[config.mk]
export PLATFORM = sky130hd
export DESIGN_NAME = grid_max_path_sum
export DESIGN_NICKNAME = d
export VERILOG_FILES = /design/src/rtl/gmps_pkg.sv /design/src/rtl/gmps_ram.sv /design/src/rtl/gmps_seq.sv /design/src/rtl/grid_max_path_sum.sv
export SDC_FILE = /design/constraint.sdc
export NUM_CORES = 1
export LEC_CHECK = 0
export BUFFER_PORTS_ARGS = -buffer_cell sky130_fd_sc_hd__buf_4
export CAP_MARGIN = 20
export CORE_MARGIN = 4
export CORE_UTILIZATION = 30
export DETAILED_ROUTE_END_ITERATION = 7
export GPL_TIMING_DRIVEN = 0
export PLACE_DENSITY = 0.48
export SYNTH_ARGS = -nofsm -noshare
export SYNTH_HDL_FRONTEND = slang
export SYNTH_HIERARCHICAL = 1
export SYNTH_SLANG_ARGS = --single-unit
[constraint.sdc]
create_clock -name clock -period 6 [get_ports clock]
set_input_delay 0.3 -clock clock [delete_from_list [all_inputs] [get_ports clock]]
set_output_delay 0.3 -clock clock [all_outputs]
set_load 0.005 [all_outputs]
[src/rtl/gmps_pkg.sv]
// Shared types, constants and helpers for the grid max path sum block.
`default_nettype none
package gmps_pkg;

   localparam int COST_W  = 16;
   localparam int TOTAL_W = 22;
   localparam int SUM_W   = TOTAL_W + 1;
   localparam int CFG_W   = 6;
   localparam int CSR_IDX_W = 1;

   typedef logic signed [COST_W-1:0]  cost_type;
   typedef logic signed [TOTAL_W-1:0] total_type;
   typedef logic signed [SUM_W-1:0]   sum_type;
   typedef logic [CFG_W-1:0]          cfg_type;
   typedef logic [CSR_IDX_W-1:0]      csr_idx_type;

   // register indexes
   localparam csr_idx_type REG_GRID_ROWS = 1'b0;
   localparam csr_idx_type REG_GRID_COLS = 1'b1;

   localparam total_type TOTAL_MAX = {1'b0, {(TOTAL_W-1){1'b1}}};
   localparam total_type TOTAL_MIN = {1'b1, {(TOTAL_W-1){1'b0}}};

   // position flags of a cell within its grid
   typedef struct packed {
      logic first_row;
      logic first_col;
      logic last;
   } pos_type;

   // clamp a widened sum back into the total range
   function automatic total_type sat_total(sum_type s);
      total_type r;
      if (s[SUM_W-1] && !s[SUM_W-2]) begin
         r = TOTAL_MIN;
      end else if (!s[SUM_W-1] && s[SUM_W-2]) begin
         r = TOTAL_MAX;
      end else begin
         r = s[TOTAL_W-1:0];
      end
      return r;
   endfunction

endpackage
`default_nettype wire

[src/rtl/gmps_ram.sv]
// Generic single-write, single-read RAM with registered read data.
`default_nettype none
module gmps_ram #(
   parameter int WIDTH = 8,
   parameter int DEPTH = 32,
   localparam int ADDR_W = (DEPTH > 1) ? $clog2(DEPTH) : 1
) (
   input  wire logic              clock,
   input  wire logic              wr_en,
   input  wire logic [ADDR_W-1:0] wr_addr,
   input  wire logic [WIDTH-1:0]  wr_data,
   input  wire logic              rd_en,
   input  wire logic [ADDR_W-1:0] rd_addr,
   output logic      [WIDTH-1:0]  rd_data
);

   logic [WIDTH-1:0] mem_ff [DEPTH];
   logic [WIDTH-1:0] rd_data_ff;

   always_ff @(posedge clock) begin
      if (wr_en) begin
         mem_ff[wr_addr] <= wr_data;
      end
      if (rd_en) begin
         rd_data_ff <= mem_ff[rd_addr];
      end
   end

   assign rd_data = rd_data_ff;

endmodule
`default_nettype wire

[src/rtl/gmps_seq.sv]
// Grid size registers and row/column position sequencer.
`default_nettype none
module gmps_seq #(
   parameter int MAX_ROWS = 32,
   parameter int MAX_COLS = 32,
   localparam int CW = (MAX_COLS > 1) ? $clog2(MAX_COLS) : 1
) (
   input  wire logic                 clock,
   input  wire logic                 reset,
   input  wire logic                 csr_we,
   input  wire gmps_pkg::csr_idx_type csr_index,
   input  wire gmps_pkg::cfg_type    csr_wdata,
   input  wire logic                 step,
   output logic [CW-1:0]             col,
   output gmps_pkg::pos_type         pos
);
   import gmps_pkg::*;

   localparam int RW = (MAX_ROWS > 1) ? $clog2(MAX_ROWS) : 1;

   cfg_type         grid_rows_ff, grid_rows_in;
   cfg_type         grid_cols_ff, grid_cols_in;
   logic [RW-1:0]   row_ff, row_in;
   logic [CW-1:0]   col_ff, col_in;
   logic [RW-1:0]   last_row;
   logic [CW-1:0]   last_col;
   logic            row_end;
   logic            col_end;

   // zero acts as one, anything above the maximum as the maximum
   function automatic int last_index(cfg_type v, int maxv);
      int lim;
      if (v == '0) begin
         lim = 1;
      end else if (int'(v) > maxv) begin
         lim = maxv;
      end else begin
         lim = int'(v);
      end
      return lim - 1;
   endfunction

   assign last_row = RW'(last_index(grid_rows_ff, MAX_ROWS));
   assign last_col = CW'(last_index(grid_cols_ff, MAX_COLS));
   assign row_end  = (row_ff == last_row);
   assign col_end  = (col_ff == last_col);

   always_comb begin
      grid_rows_in = grid_rows_ff;
      grid_cols_in = grid_cols_ff;
      row_in       = row_ff;
      col_in       = col_ff;
      if (csr_we) begin
         unique case (csr_index)
            REG_GRID_ROWS: grid_rows_in = csr_wdata;
            REG_GRID_COLS: grid_cols_in = csr_wdata;
            default:       grid_rows_in = grid_rows_ff;
         endcase
         row_in = '0;
         col_in = '0;
      end else if (step) begin
         if (col_end) begin
            col_in = '0;
            row_in = row_end ? '0 : row_ff + RW'(1);
         end else begin
            col_in = col_ff + CW'(1);
         end
      end
   end

   always_ff @(posedge clock) begin
      if (reset) begin
         grid_rows_ff <= cfg_type'(1);
         grid_cols_ff <= cfg_type'(1);
         row_ff       <= '0;
         col_ff       <= '0;
      end else begin
         grid_rows_ff <= grid_rows_in;
         grid_cols_ff <= grid_cols_in;
         row_ff       <= row_in;
         col_ff       <= col_in;
      end
   end

   assign col           = col_ff;
   assign pos.first_row = (row_ff == '0);
   assign pos.first_col = (col_ff == '0);
   assign pos.last      = row_end && col_end;

endmodule
`default_nettype wire

[src/rtl/grid_max_path_sum.sv]
// Top level of the grid maximum right/down path sum block.
`default_nettype none
// Cell costs arrive one per req transaction in row-major order; after the
// bottom-right cell of each grid the largest total over all right/down paths
// from the top-left cell is returned as one rsp transaction. Grid size comes
// from csr register 0 (rows) and 1 (columns); zero counts as one and values
// above MAX_ROWS / MAX_COLS count as the maximum. Any csr write restarts the
// grid, dropping a partial one. Throughput is one cell per clock: the best
// totals of the row above live in a MAX_COLS-deep RAM whose single read port
// is addressed as a cell is accepted, and the compare/add/write-back happens
// in the compute stage (the column just written is forwarded to a read of the
// same column). A total passes the compute stage and then the result register.
// req_ready only drops when a total is still waiting on rsp and the cell in
// the compute stage is itself a last cell. Totals saturate to the 22-bit
// signed range. No clearing pass is needed after reset.
module grid_max_path_sum #(
   parameter int MAX_ROWS = 32,
   parameter int MAX_COLS = 32
) (
   input  wire logic                  clock,
   input  wire logic                  reset,
   input  wire logic                  req_valid,
   output logic                       req_ready,
   input  wire gmps_pkg::cost_type    req_cell_cost,
   output logic                       rsp_valid,
   input  wire logic                  rsp_ready,
   output gmps_pkg::total_type        rsp_path_total,
   input  wire logic                  csr_valid,
   output logic                       csr_ready,
   input  wire gmps_pkg::csr_idx_type csr_index,
   input  wire gmps_pkg::cfg_type     csr_wdata
);
   import gmps_pkg::*;

   localparam int CW = (MAX_COLS > 1) ? $clog2(MAX_COLS) : 1;

   // position of the next cell
   logic          req_take;
   logic          csr_take;
   logic [CW-1:0] cur_col;
   pos_type       cur_pos;

   // compute stage
   logic          s1_valid_ff, s1_valid_in;
   cost_type      s1_cost_ff;
   pos_type       s1_pos_ff;
   logic [CW-1:0] s1_col_ff;
   logic          s1_fwd_ff;
   logic          advance;

   total_type     left_best_ff;
   total_type     above;
   total_type     best;
   total_type     base;
   total_type     total;
   total_type     ram_rdata;

   // result register
   logic          rsp_valid_ff, rsp_valid_in;
   total_type     rsp_total_ff;

   // Stage stalls only when its last-cell total has nowhere to go.
   assign advance   = !(s1_valid_ff && s1_pos_ff.last && rsp_valid_ff && !rsp_ready);
   assign req_ready = advance;
   assign req_take  = req_valid && advance;
   assign csr_ready = 1'b1;
   assign csr_take  = csr_valid;

   gmps_seq #(
      .MAX_ROWS (MAX_ROWS),
      .MAX_COLS (MAX_COLS)
   ) u_seq (
      .clock     (clock),
      .reset     (reset),
      .csr_we    (csr_take),
      .csr_index (csr_index),
      .csr_wdata (csr_wdata),
      .step      (req_take),
      .col       (cur_col),
      .pos       (cur_pos)
   );

   // Row buffer: read the column above as the cell is taken, write back
   // the new total from the compute stage.
   gmps_ram #(
      .WIDTH (TOTAL_W),
      .DEPTH (MAX_COLS)
   ) u_row_best (
      .clock   (clock),
      .wr_en   (s1_valid_ff && advance),
      .wr_addr (s1_col_ff),
      .wr_data (total),
      .rd_en   (advance),
      .rd_addr (cur_col),
      .rd_data (ram_rdata)
   );

   // Same column written in the cycle of the read: that total is left_best.
   assign above = s1_fwd_ff ? left_best_ff : ram_rdata;
   assign best  = (above > left_best_ff) ? above : left_best_ff;

   always_comb begin
      if (s1_pos_ff.first_row && s1_pos_ff.first_col) begin
         base = '0;
      end else if (s1_pos_ff.first_row) begin
         base = left_best_ff;
      end else if (s1_pos_ff.first_col) begin
         base = above;
      end else begin
         base = best;
      end
   end

   assign total = sat_total(sum_type'(base) + sum_type'(s1_cost_ff));

   assign s1_valid_in = advance ? req_take : s1_valid_ff;

   always_comb begin
      rsp_valid_in = rsp_valid_ff && !rsp_ready;
      if (s1_valid_ff && advance && s1_pos_ff.last) begin
         rsp_valid_in = 1'b1;
      end
   end

   always_ff @(posedge clock) begin
      if (reset) begin
         s1_valid_ff  <= 1'b0;
         rsp_valid_ff <= 1'b0;
         left_best_ff <= '0;
      end else begin
         s1_valid_ff  <= s1_valid_in;
         rsp_valid_ff <= rsp_valid_in;
         if (s1_valid_ff && advance) begin
            left_best_ff <= total;
         end
      end
   end

   always_ff @(posedge clock) begin
      if (advance) begin
         s1_cost_ff <= req_cell_cost;
         s1_pos_ff  <= cur_pos;
         s1_col_ff  <= cur_col;
         s1_fwd_ff  <= s1_valid_ff && (s1_col_ff == cur_col);
      end
      if (s1_valid_ff && advance && s1_pos_ff.last) begin
         rsp_total_ff <= total;
      end
   end

   assign rsp_valid      = rsp_valid_ff;
   assign rsp_path_total = rsp_total_ff;

endmodule
`default_nettype wire
==> results by group <==
Run status
  – Status: finished with violations
  – Failing checks: negative setup slack

GRT
  – Total global-route track usage: about 16%
  – First-pass GRT wire length: 142 mm
  – Initial antenna violation count: 9
  – Gr ovfl total: 0
  – Pin count of the biggest net entering global routing: 34
  – Vias in the first global route: 20700

Floorplanning
  – Die width: around 350 um
  – Io pins: 53
  – Die Height: 348 um
  – FP Rows: 124
  – Initial core utilization: between 30% and 40%
  – Die ar.: 121000 sq um
  – Core footprint: 115000 sq um

Logic synthesis
  – Number of synthesized register bits: a little over 800
  – Syn Area/Cell: 15.6 sq um
  – Asr flop ratio synth: 0%
  – Dominant synthesized flop cell: edfxtp_1
  – Post-synth EDFFs: 773
  – Largest family of logic cells by synthesized area: multiplexers
  – Post-Synth Adder-Cell Area: between 2 and 2.5%
  – Mux cell area share after synthesis: 11.0%
  – Top post-synthesis cells by count: edfxtp_1 (773), mux2i_1 (379), a22oi_1 (89), nor2_1 (85), a21oi_1 (80)
  – Yosys cell types: just over 80
  – Syn_nets: 2308
  – Yosys warning count: 6
  – Post-Synth Simple-Gate Area: between 5 and 6%
  – Synth Area in Compound Gates: 7.90%
  – Syn Std Cell Area: 34700 sq um
  – Synth Area in XOR/XNOR: less than 1%
  – Post-synthesis sequential area ratio: 69.6%
  – Yosys top cell area share: 66.9%
  – Cells after synthesis: 2229
  – Top post-synthesis cells by area: edfxtp_1 (67%), mux2i_1 (11%), dfxtp_1 (2.7%)
  – Synth area leader: edfxtp_1
  – Count leader, synth: edfxtp_1

Pwr
  – Worst IR Drop VDD: 228 uV
  – Final total power: 0.0145 W
  – PD cells: approximately 330 nW/um^2
  – Leak pwr: between 10 and 15 nW

Timing
  – RSZ-0062 raised after global routing: true
  – Skew final: 0.0339 ns
  – Final setup fails: 8
  – Hold Fails Final Rpt: 0
  – Crit path time final: 6.01 ns
  – Crit share post-route: 100%
  – Final worst slack: -0.00989 ns
  – Fmax: 0.166 GHz
  – Max Transition Viols Final: 0
  – Worst-margin pin slew: 1.05 ns
  – Rel. slew slack: 29.7%

Critical path
  – Slowest-stage cell, CP: o32ai_1
  – Max FO, Critical Path: 12
  – CP dominant cell by count: buf_12
  – Critical Path RT: 6.39 ns
  – Delay-heaviest family, CP: compound AO/OA/AOI/OAI gates
  – Worst setup EP type: register
  – Startpoint types: register
  – Crit path buf inv count: 8
  – Largest stage delay, worst path: 0.46 ns
  – Critical path class: reg -> reg
  – Worst Path Arrival: 6.40 ns

Clocking
  – Worst skew pair latency: 0.67 ns
  – CTS tree: yes
  – H-tree depth reported by CTS: 3
  – Clock transition at path regs: ~0.060 ns
  – Clock Tree Buf Depth: 3
  – Num Clock Sinks: ~800
  – CTS buffer count: between 80 and 90
  – Root buffer cell: clkbuf_16

Hold path
  – Tightest Hold Check Type: in -> reg

Detailed routing
  – Iteration-0 DRC Markers: 1597
  – Wirelength, routed: 102 mm
  – Vias per inst: roughly 5
  – Remaining DRCs: 0
  – Post-DRT Antenna Nets: 0
  – WL per Instance: 24.8 um
  – DR vias: roughly 21000
  – Pre-antenna DRT Iters: 5

Final layout
  – Multi-input logic area: 10300 sq um
  – # nets final: 2615
  – Post-Layout Inst Area: between 40000 and 50000 sq um
  – Layout cell share with drive strength beyond 1: 22.7%
  – Storage cell area: 24100 sq um
  – Area Growth Syn to Fin: 24.7%
  – Filler cell count: 10600

Placement
  – Final GP Congestion: 0.870
  – Area after DPL: between 30000 and 40000 sq um
  – HPWL after DPL: 67.0 mm
  – Port Buf Inserts: 50

Run
  – Total of max-cap violations: 0
## worst reg2reg max path, cell delays in order, from the launching register on
cell and delay, ns:
edfxtp_1 0.38, buf_12 0.16, buf_12 0.15, mux2i_4 0.26, inv_2 0.07, ha_4 0.22
a21o_1 0.15, a21o_1 0.17, a21oi_2 0.17, o211a_1 0.22, a211oi_4 0.06, o311a_1 0.38
a31o_4 0.25, o32ai_1 0.46, ha_2 0.41, a211oi_4 0.29, o21ai_2 0.14, nand4_1 0.12
nand2_2 0.09, o41ai_4 0.43, o31ai_4 0.11, inv_4 0.09, buf_12 0.11, maj3_2 0.25
clkinvlp_4 0.23, buf_12 0.21, buf_16 0.15
## repair_timing
item | CTS | global route
buffers inserted | 48 | 33
gates cloned | 5 | 13
hold buffers | 26 | 0
setup endpoints to repair | 748 | 729
resized for setup | 106 | 86
endpoints found under the hold margin | 33 | 0
pin swaps | 22 | 27
## path summary, 6_finish.rpt
| check | startpoint | end | slack [ns] | depth (start not counted) |
|---|---|---|---|---|
| worst max register to register | s1_fwd_ff | u_row_best/mem_ff[17][6] | -0.01 | 26 |
| worst min register to register | u_seq/grid_cols_ff[0] | u_seq/grid_cols_ff[0] | 0.50 | 1 |
| worst max-delay path | s1_fwd_ff | u_row_best/mem_ff[17][6] | -0.01 | 26 |
| worst min-delay path | csr_valid | u_seq/grid_cols_ff[5] | 0.10 | 3 |
## stage by stage
step                hold slack [ns]  std cells  worst slack, ns  utilization, %  TNS [ns]
finish                        0.103       4125         -0.00989            37.8   -0.0676
CTS                          0.0676       4076           0.0152            36.9         0
detailed placement            0.479       3833            -1.58            33.2   -876.34
global route                  0.117       4124           -0.171            37.8    -51.60
global placement              0.480       3791            -2.05            32.3  -1107.77
floorplan                     0.365       2229            0.110               -         0
## area by class of cell
cell class / count / share of cell area (%)
plain buffers: 120 / 1.98
clock inverters: 64 / 1.30
flip-flops and latches: 819 / 55.8
multi-input cells: 1213 / 23.9
well taps: 1512 / 4.37
diodes: 2 / 0.0116
clock buffers: 101 / 5.20
repair inverters: 2 / 0.0550
repair buffers: 216 / 6.52
inverters: 76 / 0.882
## power by group
part | internal [W] | switching, W
clock | 0.00298 | 0.00231
sequential | 0.00669 | 0.0000516
combinational | 0.000975 | 0.00145
## cells in the final DEF (no fill, tap or decap), types with 20 or more instances in the layout
cell type / instances
ha_1: 38
clkbuf_1: 52
nand3_1: 67
nor2_2: 24
a22o_1: 44
nor2_1: 53
buf_8: 30
buf_6: 24
dlygate4sd3_1: 26
a31oi_1: 28
buf_4: 131
buf_12: 28
dfxtp_1: 46
inv_1: 51
nor3_1: 32
clkinvlp_4: 20
nand4_1: 32
nand2_1: 76
a21oi_1: 74
edfxtp_1: 773
a22oi_1: 88
mux2i_1: 365
clkbuf_16: 98
clkinv_1: 27
buf_2: 24
## flip-flops by register name (all words and copies together) (netlist names)
register	flops
u_seq/grid_rows_ff	6
s1_fwd_ff	1
rsp_path_total	22
s1_cost_ff	16
u_seq/row_ff	5
left_best_ff	22
u_row_best/mem_ff	704
s1_valid_ff	1
u_seq/col	5
s1_col_ff	5
rsp_valid	1
u_row_best/rd_data	22
u_seq/grid_cols_ff	6
s1_pos_ff	3
## metal layers
metal / routed length (um) / global-route usage (%) / vias to the layer above
met1: 46400 / 22.2 / 10600
li1: - / - / 9358
met5: 0 / 0 / -
met2: 46600 / 25.5 / 600
met3: 5720 / 2.67 / 151
met4: 3320 / 4.99 / 0
## logic make-up (layout without fill, tap and decap cells)
| family | count (synthesis) | count (layout) |
|---|---|---|
| compound gates | 365 | 365 |
| simple gates | 362 | 362 |
| flops | 819 | 819 |
| mux | 380 | 380 |
| other cells | 1 | 3 |
| xor+xnor | 36 | 36 |
| buf+inv | 197 | 579 |
| fa+ha+maj | 69 | 69 |
(Power assumes the default switching activity.)
